<file path="config.mk">
export PLATFORM = sky130hd
export DESIGN_NAME = hsv_to_rgb_converter
export DESIGN_NICKNAME = d
export VERILOG_FILES = /design/src/hdl/hsv_pkg.sv /design/src/hdl/hsv_front.sv /design/src/hdl/hsv_level.sv /design/src/hdl/hsv_route.sv /design/src/hdl/hsv_to_rgb_converter.sv
export SDC_FILE = /design/constraint.sdc
export NUM_CORES = 2
export LEC_CHECK = 0
export CAP_MARGIN = 10
export CELL_PAD_IN_SITES_DETAIL_PLACEMENT = 0
export CELL_PAD_IN_SITES_GLOBAL_PLACEMENT = 1
export CORE_ASPECT_RATIO = 0.5
export CORE_MARGIN = 3
export CORE_UTILIZATION = 30
export CTS_CLUSTER_SIZE = 40
export DETAILED_ROUTE_END_ITERATION = 16
export DONT_BUFFER_PORTS = 1
export PLACE_DENSITY_LB_ADDON = 0.1
export SYNTH_ARGS = -nofsm -noshare
export SYNTH_HDL_FRONTEND = slang
export SYNTH_SLANG_ARGS = --single-unit
</file>
<file path="constraint.sdc">
create_clock -name clk_i -period 12.8 [get_ports clk_i]
set_clock_uncertainty 0.1 [all_clocks]
set_input_delay 0.64 -clock clk_i [delete_from_list [all_inputs] [get_ports clk_i]]
set_output_delay 0.64 -clock clk_i [all_outputs]
set_load 0.005 [all_outputs]
</file>
<file path="src/hdl/hsv_pkg.sv">
// ----------------------------------------------------------------------------
// hsv_pkg
// Shared beat types, stage payloads, constants and the divide-by-255 helper
// for the hsv to rgb pipeline.
// ----------------------------------------------------------------------------
package hsv_pkg;

  localparam int unsigned ChanW   = 8;
  localparam int unsigned HueW    = 16;
  localparam int unsigned FracW   = 16;
  localparam int unsigned SectorW = 3;
  localparam int unsigned NumW    = 24;

  localparam logic [2:0]        Sectors = 3'd6;
  localparam logic [ChanW-1:0]  Full    = 8'd255;
  // 255 * 65536, the common denominator of the q and t levels
  localparam logic [NumW-1:0]   Den     = 24'd16711680;
  // floor(y / 255) == (y * 0x8081) >> 23 for every 16-bit y
  localparam logic [15:0]       Recip255 = 16'h8081;
  localparam int unsigned       RecipSh  = 23;

  typedef enum logic [SectorW-1:0] {
    SEC_RED     = 3'd0,
    SEC_YELLOW  = 3'd1,
    SEC_GREEN   = 3'd2,
    SEC_CYAN    = 3'd3,
    SEC_BLUE    = 3'd4,
    SEC_MAGENTA = 3'd5
  } sector_e;

  typedef struct packed {
    logic [HueW-1:0]  hue;
    logic [ChanW-1:0] saturation;
    logic [ChanW-1:0] brightness;
  } hsv_in_t;

  typedef struct packed {
    logic [ChanW-1:0] red;
    logic [ChanW-1:0] green;
    logic [ChanW-1:0] blue;
  } rgb_out_t;

  typedef struct packed {
    sector_e          sector;
    logic [FracW-1:0] frac;
    logic [ChanW-1:0] sat;
    logic [ChanW-1:0] val;
  } st1_t;

  typedef struct packed {
    sector_e          sector;
    logic [NumW-1:0]  sf;
    logic [15:0]      pv;
    logic [ChanW-1:0] sat;
    logic [ChanW-1:0] val;
  } st2_t;

  typedef struct packed {
    sector_e          sector;
    logic [15:0]      yq;
    logic [15:0]      yt;
    logic [15:0]      pv;
    logic [ChanW-1:0] val;
  } st3_t;

  typedef struct packed {
    sector_e          sector;
    logic [ChanW-1:0] val;
    logic [ChanW-1:0] lp;
    logic [ChanW-1:0] lq;
    logic [ChanW-1:0] lt;
  } st4_t;

  function automatic logic [ChanW-1:0] div255(input logic [15:0] y);
    logic [31:0] m;
    m = 32'(y) * 32'(Recip255);
    return m[RecipSh+ChanW-1:RecipSh];
  endfunction

endpackage

</file>
<file path="src/hdl/hsv_front.sv">
// ----------------------------------------------------------------------------
// hsv_front
// Stages one and two: sector and fraction split, then the s*f and p products.
// ----------------------------------------------------------------------------
module hsv_front import hsv_pkg::*; (
  input  logic       clk_i,
  input  logic       rst_ni,
  input  logic [1:0] en_i,
  input  logic       valid_i,
  input  hsv_in_t    data_i,
  output logic [1:0] valid_o,
  output st2_t       data_o
);

  logic [1:0] valid_q;
  st1_t       s1_d, s1_q;
  st2_t       s2_d, s2_q;
  logic [18:0] x;

  always_comb begin
    x = 19'(data_i.hue) * 19'(Sectors);
    s1_d.sector = sector_e'(x[18:16]);
    s1_d.frac   = x[15:0];
    s1_d.sat    = data_i.saturation;
    s1_d.val    = data_i.brightness;
  end

  always_comb begin
    s2_d.sector = s1_q.sector;
    s2_d.sf     = NumW'(s1_q.sat) * NumW'(s1_q.frac);
    s2_d.pv     = 16'(s1_q.val) * 16'(Full - s1_q.sat);
    s2_d.sat    = s1_q.sat;
    s2_d.val    = s1_q.val;
  end

  always_ff @(posedge clk_i or negedge rst_ni) begin
    if (!rst_ni) begin
      valid_q <= '0;
    end else begin
      if (en_i[0]) valid_q[0] <= valid_i;
      if (en_i[1]) valid_q[1] <= valid_q[0];
    end
  end

  always_ff @(posedge clk_i) begin
    if (en_i[0]) s1_q <= s1_d;
    if (en_i[1]) s2_q <= s2_d;
  end

  assign valid_o = valid_q;
  assign data_o  = s2_q;

endmodule

</file>
<file path="src/hdl/hsv_level.sv">
// ----------------------------------------------------------------------------
// hsv_level
// Stages three and four: scaled q and t numerators, then exact divide by 255.
// ----------------------------------------------------------------------------
module hsv_level import hsv_pkg::*; (
  input  logic       clk_i,
  input  logic       rst_ni,
  input  logic [1:0] en_i,
  input  logic       valid_i,
  input  st2_t       data_i,
  output logic [1:0] valid_o,
  output st4_t       data_o
);

  logic [1:0]      valid_q;
  st3_t            s3_d, s3_q;
  st4_t            s4_d, s4_q;
  logic [NumW-1:0] nq, nt;
  logic [31:0]     mq, mt;

  always_comb begin
    // den - s*f and den - s*(1-f) == (255-s)*65536 + s*f
    nq = Den - data_i.sf;
    nt = {Full - data_i.sat, 16'h0000} + data_i.sf;
    mq = 32'(data_i.val) * 32'(nq);
    mt = 32'(data_i.val) * 32'(nt);
    s3_d.sector = data_i.sector;
    s3_d.yq     = mq[31:16];
    s3_d.yt     = mt[31:16];
    s3_d.pv     = data_i.pv;
    s3_d.val    = data_i.val;
  end

  always_comb begin
    s4_d.sector = s3_q.sector;
    s4_d.val    = s3_q.val;
    s4_d.lp     = div255(s3_q.pv);
    s4_d.lq     = div255(s3_q.yq);
    s4_d.lt     = div255(s3_q.yt);
  end

  always_ff @(posedge clk_i or negedge rst_ni) begin
    if (!rst_ni) begin
      valid_q <= '0;
    end else begin
      if (en_i[0]) valid_q[0] <= valid_i;
      if (en_i[1]) valid_q[1] <= valid_q[0];
    end
  end

  always_ff @(posedge clk_i) begin
    if (en_i[0]) s3_q <= s3_d;
    if (en_i[1]) s4_q <= s4_d;
  end

  assign valid_o = valid_q;
  assign data_o  = s4_q;

endmodule

</file>
<file path="src/hdl/hsv_route.sv">
// ----------------------------------------------------------------------------
// hsv_route
// Stage five: steer v, p, q and t onto the rgb channels by sector.
// ----------------------------------------------------------------------------
module hsv_route import hsv_pkg::*; (
  input  logic     clk_i,
  input  logic     rst_ni,
  input  logic     en_i,
  input  logic     valid_i,
  input  st4_t     data_i,
  output logic     valid_o,
  output rgb_out_t data_o
);

  logic     valid_q;
  rgb_out_t rgb_d, rgb_q;

  always_comb begin
    case (data_i.sector)
      SEC_RED:     rgb_d = '{red: data_i.val, green: data_i.lt,  blue: data_i.lp};
      SEC_YELLOW:  rgb_d = '{red: data_i.lq,  green: data_i.val, blue: data_i.lp};
      SEC_GREEN:   rgb_d = '{red: data_i.lp,  green: data_i.val, blue: data_i.lt};
      SEC_CYAN:    rgb_d = '{red: data_i.lp,  green: data_i.lq,  blue: data_i.val};
      SEC_BLUE:    rgb_d = '{red: data_i.lt,  green: data_i.lp,  blue: data_i.val};
      SEC_MAGENTA: rgb_d = '{red: data_i.val, green: data_i.lp,  blue: data_i.lq};
      default:     rgb_d = '{red: data_i.val, green: data_i.lp,  blue: data_i.lq};
    endcase
  end

  always_ff @(posedge clk_i or negedge rst_ni) begin
    if (!rst_ni) begin
      valid_q <= 1'b0;
    end else if (en_i) begin
      valid_q <= valid_i;
    end
  end

  always_ff @(posedge clk_i) begin
    if (en_i) rgb_q <= rgb_d;
  end

  assign valid_o = valid_q;
  assign data_o  = rgb_q;

endmodule

</file>
<file path="src/hdl/hsv_to_rgb_converter.sv">
// ----------------------------------------------------------------------------
// hsv_to_rgb_converter
// an accepted input beat reaches its output beat through the front, level and route stage registers
// throughput: one beat per cycle while the output is not stalled, set by the five-stage pipeline
// an idle stage soaks up a beat while the output is stalled
// reset: rst_ni low clears all valid bits at once, payload is not reset
// ----------------------------------------------------------------------------
module hsv_to_rgb_converter import hsv_pkg::*; (
  input  logic     clk_i,
  input  logic     rst_ni,
  input  logic     in_valid_i,
  output logic     in_stall_o,
  input  hsv_in_t  in_data_i,
  output logic     out_valid_o,
  input  logic     out_stall_i,
  output rgb_out_t out_data_o
);

  // stage valid bits, stage 1 first
  logic [1:0] front_valid;
  logic [1:0] level_valid;
  logic       route_valid;
  st2_t       front_data;
  st4_t       level_data;

  // per-stage load enables: a stage loads when empty or when the next one
  // moves, so bubbles collapse and nothing is dropped or duplicated
  logic [4:0] en;

  always_comb begin
    en[4] = !route_valid    || !out_stall_i;
    en[3] = !level_valid[1] || en[4];
    en[2] = !level_valid[0] || en[3];
    en[1] = !front_valid[1] || en[2];
    en[0] = !front_valid[0] || en[1];
  end

  assign in_stall_o = !en[0];

  // sector and fraction, s*f and p numerator
  hsv_front u_front (
    .clk_i   (clk_i),
    .rst_ni  (rst_ni),
    .en_i    (en[1:0]),
    .valid_i (in_valid_i),
    .data_i  (in_data_i),
    .valid_o (front_valid),
    .data_o  (front_data)
  );

  // q and t numerators times v, then truncating divide by 255
  hsv_level u_level (
    .clk_i   (clk_i),
    .rst_ni  (rst_ni),
    .en_i    (en[3:2]),
    .valid_i (front_valid[1]),
    .data_i  (front_data),
    .valid_o (level_valid),
    .data_o  (level_data)
  );

  // sector routing into the output register
  hsv_route u_route (
    .clk_i   (clk_i),
    .rst_ni  (rst_ni),
    .en_i    (en[4]),
    .valid_i (level_valid[1]),
    .data_i  (level_data),
    .valid_o (route_valid),
    .data_o  (out_data_o)
  );

  assign out_valid_o = route_valid;

endmodule
</file>
# Word-level counts from Yosys, hierarchy flattened

Index checks and enable logic that the tools add are counted.

Register bits: 216
Input port bits: 36
Word-level logic and storage cells: 57

$add $sub $neg: 4
Multiply operators: 8
Equality and inequality tests: 4
Mux-type cells: 1
Reduce and logical (&&, ||, !) cells: 13

Operators by type and width:

| kind                   | number |
|---|---|
| $pmux 24 s5            | 1 |
| $mul 16x16->31 const B | 3 |
| $mul 8x24->32          | 2 |
| $add 24x24->24         | 1 |
| $sub 24x24->24 const A | 1 |
| $mul 8x15->23          | 1 |
| $mul 16x2->18 const B  | 1 |
| $mul 8x16->16          | 1 |
| $sub 8x8->9 const A    | 1 |
| $sub 8x8->8 const A    | 1 |
| $logic_not 1->1        | 7 |
| $eq 3x2->1 const B     | 2 |
| $logic_or 1x1->1       | 5 |
| $eq 3x1->1 const B     | 1 |
| $eq 3x3->1 const B     | 1 |
| $logic_not 3->1        | 1 |

# Depth between registers and ports, before layout

Depth in word-level cells: 7
Mapped depth: 27

# Modules after synthesis

A second synthesis with hierarchy kept.

Cell total of the unflattened synthesis: 2920
Area, all modules: 29846.1 um^2

By module, submodules not included:

| module               | times used | cells each | area each (um^2) | seq. area each (um^2) |
|---|---|---|---|---|
| hsv_level            | 1          | 1840       | 18271.3          | 2872.8 |
| hsv_front            | 1          | 916        | 9780.6           | 2812.7 |
| hsv_route            | 1          | 156        | 1751.7           | 745.7 |
| hsv_to_rgb_converter | 1          | 8          | 42.5             | 0.0 |

# Worst setup path before layout

Ideal clock, no wire load.

Kind: register -> register
Start: register u_front.s2_q, in the netlist u_front.data_o[45]
End: register u_level.s3_q[54] (netlist name) (data pin)
Library setup time: 0.259 ns
Arrival time: 5.732 ns
Setup slack: 6.709 ns
Stages on the path, launching flop included: 22
Buffers on the path: 1
Clock period less this slack: 6.091 ns
Cell sequence: edfxtp_1 -> buf_2 -> or4_1 -> or2_1 -> nor3_4 -> xor2_1 -> and2_1 -> fa_1 -> fa_1 -> fa_1 -> inv_1 -> fa_1 -> inv_1 -> ha_1 -> a21oi_1 -> nor2_1 -> nor2_1 -> nand2_1 -> a2111o_1 -> o211ai_1 -> a21oi_1 -> o31a_1

Longest elaborated chain between the ends: 2

Ends and longest elaborated chain:

| item                   | line            | RTL |
|---|---|---|
| start, declared        | hsv_front.sv:17 | `st2_t s2_d, s2_q;` |
| start signal, assigned | hsv_front.sv:47 | `if (en_i[1]) s2_q <= s2_d;` |
| $sub 24x24->24         | hsv_level.sv:23 | `nq = Den - data_i.sf;` |
| $mul 8x24->32          | hsv_level.sv:25 | `mq = 32'(data_i.val) * 32'(nq);` |
| net u_level.mq[30]     | hsv_level.sv:19 | `logic [31:0] mq, mt;` |
| end signal, assigned   | hsv_level.sv:52 | `if (en_i[0]) s3_q <= s3_d;` |
| end, declared          | hsv_level.sv:16 | `st3_t s3_d, s3_q;` |

The timed path passes the listed nets, and every way through them passes these cells.
A chain may end at the register's enable or synchronous reset.

# Final worst setup path

Start: register u_front.s2_q, in the netlist u_front.data_o[35]
End: register u_level.s3_q[54] (netlist name) (data pin)

Same word-level chain as after synthesis.

==> flow_summary.yaml <==
floorplan:
  chipWidth_um: 438.7
  core-area_mm2: 0.09174
  dieArea_mm2: 0.09755
  num_rows: 78
  ios: 62
  die_y_um: 222.4
  start_util_pct: 30.62
detailed_routing:
  totalWireLength_mm: 71.35
  final_antenna_net_count: 0
  wl_per_cell_um: 18.08
  drt_iter0_drc: 873
  drc: 0
  via_per_inst: 4.619
  first_pass_iters: 5
  dr_total_vias: 18230
worst_setup_path:
  worstPathRequired_ns: 13.00
  rr_worst_depth: 20
  r2r_start: "u_front.data_o[35]"
  crit_path_max_fanout: 11
  r2r_end: "u_level.s3_q[54]"
  path_class: "reg -> reg"
  cp-end-kind: "register"
  critPathLaunchType: "register"
  arrival_ns: 7.42
  r2r_setup_slack_ns: 5.58
outcome:
  status: "finished, final reports clean"
global_route:
  grt_pass1_wl_mm: 115.4
  grt_pass1_vias: 19470
  grt_usage_pct: 14.94
  antenna_found_initial: 4
  grt.overflow.total: 0
  grt_max_degree: 61
cts:
  cts_num_sinks: 215
  numCtsBuffers: 24
  cts_tree: "done"
  clk_path_buf_depth: 3
  cts-root-buf: "clkbuf_16"
  clkTransAtPathRegs_ns: 0.07
  cts_setup_buffers: 0
  clkLatencyLatePin_ns: 0.57
  htree_levels: 1
  cts-hold-fix-buffers: 1
  cts_resized: 0
synthesis:
  synth_top_cells_by_area: "fa_1 26%, edfxtp_1 22%, ha_1 17%, and2_1 6.3%, inv_1 5.5%"
  synth_nets: 3518
  synth_edf_count: 210
  netlist_area_mm2: 0.02809
  synth_cells: 2724
  synthFlopType: "edfxtp_1"
  yosysTopAreaCellShare_pct: 26.09
  synth_async_sr_flop_share_pct: 2.326
  yosys_warnings: 0
  ys_seq_elements: 215
  synth_top_area_cell: "fa_1"
  seq_area_frac_synth_pct: 22.90
  ys_types: 75
  avgSynthCellArea_um2: 10.31
place:
  hpwl_mm: 54.96
  port_buffers: 0
  finalWeightedCongestion: 0.7541
flow_run:
  max_cap_viol_count: 0
timing:
  period_needed_ns: 7.223
  slew_headroom_pct: 27.90
  setup_tns_ns: 0
  hold_viol: 0
  tightest_slew_ns: 1.079
  fin_crit_sh_pct: 56.43
  max_freq_mhz: 138.5
  rsz0062_at_grt: "no"
  drv_slew: 0
  setup_viol: 0
worst_hold_path:
  min_to: "u_front.s1_q[13]"
  holdCritStartpoint: "in_data_i[13]"
  holdPathStages: 0
  hold_class: "in -> reg"
finish:
  area_delta_synth_final_pct: 8.099
  fin_nets: 3482
  drive_gt1_share_pct: 3.401
==> cells in the final DEF, fill, tap and decap left out, types with 9 or more instances in the layout <==
| cell | instances |
|---|---|
| xnor2_1 | 76 |
| nand4_1 | 9 |
| clkbuf_16 | 25 |
| ha_1 | 392 |
| nor2_1 | 89 |
| nor3_1 | 20 |
| edfxtp_1 | 210 |
| nand2b_1 | 45 |
| nand2_1 | 254 |
| buf_4 | 25 |
| a21o_1 | 31 |
| mux2i_1 | 9 |
| o21ai_0 | 56 |
| nand3b_1 | 9 |
| a21oi_1 | 76 |
| nor2b_1 | 49 |
| and3_1 | 9 |
| inv_1 | 412 |
| nand3_1 | 14 |
| o21bai_1 | 14 |
| and2_1 | 284 |
| xor2_1 | 32 |
| fa_1 | 366 |
| a221o_1 | 10 |
==> layer usage <==
metal / vias to the layer above / global-route usage (%) / routed length [µm]
met5: - / 0 / 0
met4: 0 / 1.330 / 569
met1: 9133 / 23.98 / 39370
li1: 8860 / - / -
met2: 193 / 21.65 / 28990
met3: 40 / 2.124 / 2419
==> flip-flops by register name, indices dropped and copies added, names as in the netlist <==
name             flops
u_front.data_o      58
u_front.s1_q        34
u_front.valid_o      2
u_level.data_o      35
u_level.s3_q        59
u_level.valid_o      2
u_route.data_o      24
u_route.valid_o      1
==> cell type report <==
type	count	area [µm²]
timing repair buffer	26	197.7
tap	1240	1551
clock buffer	29	640.6
clock inverter	14	215.2
multi-input combinational	2008	19770
fill	9476	61380
sequential	215	6431
antenna	1	2.502
inverter	413	1550
==> worst max path at each step <==
stage / from / endpoint / slack [ns] / depth (start not counted)
CTS: u_front.data_o[35] / u_level.s3_q[54] / 5.51 / 20
finish: u_front.data_o[35] / u_level.s3_q[54] / 5.58 / 20
detailed placement: u_front.data_o[35] / u_level.s3_q[54] / 5.57 / 20
global placement: u_front.data_o[35] / u_level.s3_q[54] / 5.63 / 21
floorplan: u_front.data_o[45] / u_level.s3_q[54] / 6.71 / 21
global route: u_front.data_o[35] / u_level.s3_q[54] / 4.95 / 21
==> synthesized netlist by cell type, drive strengths merged (7+ instances only) <==
cell	n
nand3b	9
and2	284
fa	366
nand4	9
nor2b	49
o21a	8
nand3	16
a32oi	8
a21o	31
o21bai	14
a31oi	7
xor2	32
nor2	89
o22ai	8
a21boi	10
a221o	10
ha	392
a22oi	8
a211oi	8
o221ai	8
inv	412
nand2b	45
a21oi	76
mux2i	9
nor3	22
xnor2	82
o211ai	7
nand2	255
o21ai	59
o311a	8
mux2	8
clkbuf	82
edfxtp	210
and3	9
==> kinds of logic after synthesis <==
group / share of synthesized area [%]
AND/OR/NAND/NOR: 15.01
adder cells (fa/ha/maj): 43.55
buffers and inverters: 6.731
AO/OA/AOI/OAI: 7.457
flip-flops: 22.90
XOR/XNOR: 3.715
multiplexers: 0.6415
==> critical path, stage by stage (launching register included) <==
cell and delay [ns]:
edfxtp_1 0.54, nor3_1 0.33, nor3b_1 0.55, nand2_1 0.32, nor3_1 0.24, xnor2_1 0.24
and2_1 0.27, fa_1 0.51, fa_1 0.52, fa_1 0.50, inv_1 0.05, fa_1 0.47
inv_1 0.04, ha_1 0.31, a21o_1 0.17, a21o_1 0.18, a221oi_2 0.58, o21ai_2 0.25
o211ai_1 0.38, a21oi_1 0.15, o31a_1 0.25
==> per-stage QoR <==
stage                     instances  util, %  worst slack (ns)  hold slack [ns]  cell area [µm²]
final                          3946    33.10             5.577          0.07257            30360
after global routing           3945    33.09             4.951          0.02471            30360
after CTS                      3945    33.09             5.508          0.02315            30360
after detailed placement       3901    32.15             5.574           0.2445            29490
after global placement         3901    32.15             5.626           0.2445            29490
after floorplan                2724        -             6.709           0.2444            28090
Power is left out: the tool's default activity adds up to more than one toggle a clock period on the data nets, which glitch-free logic cannot reach.
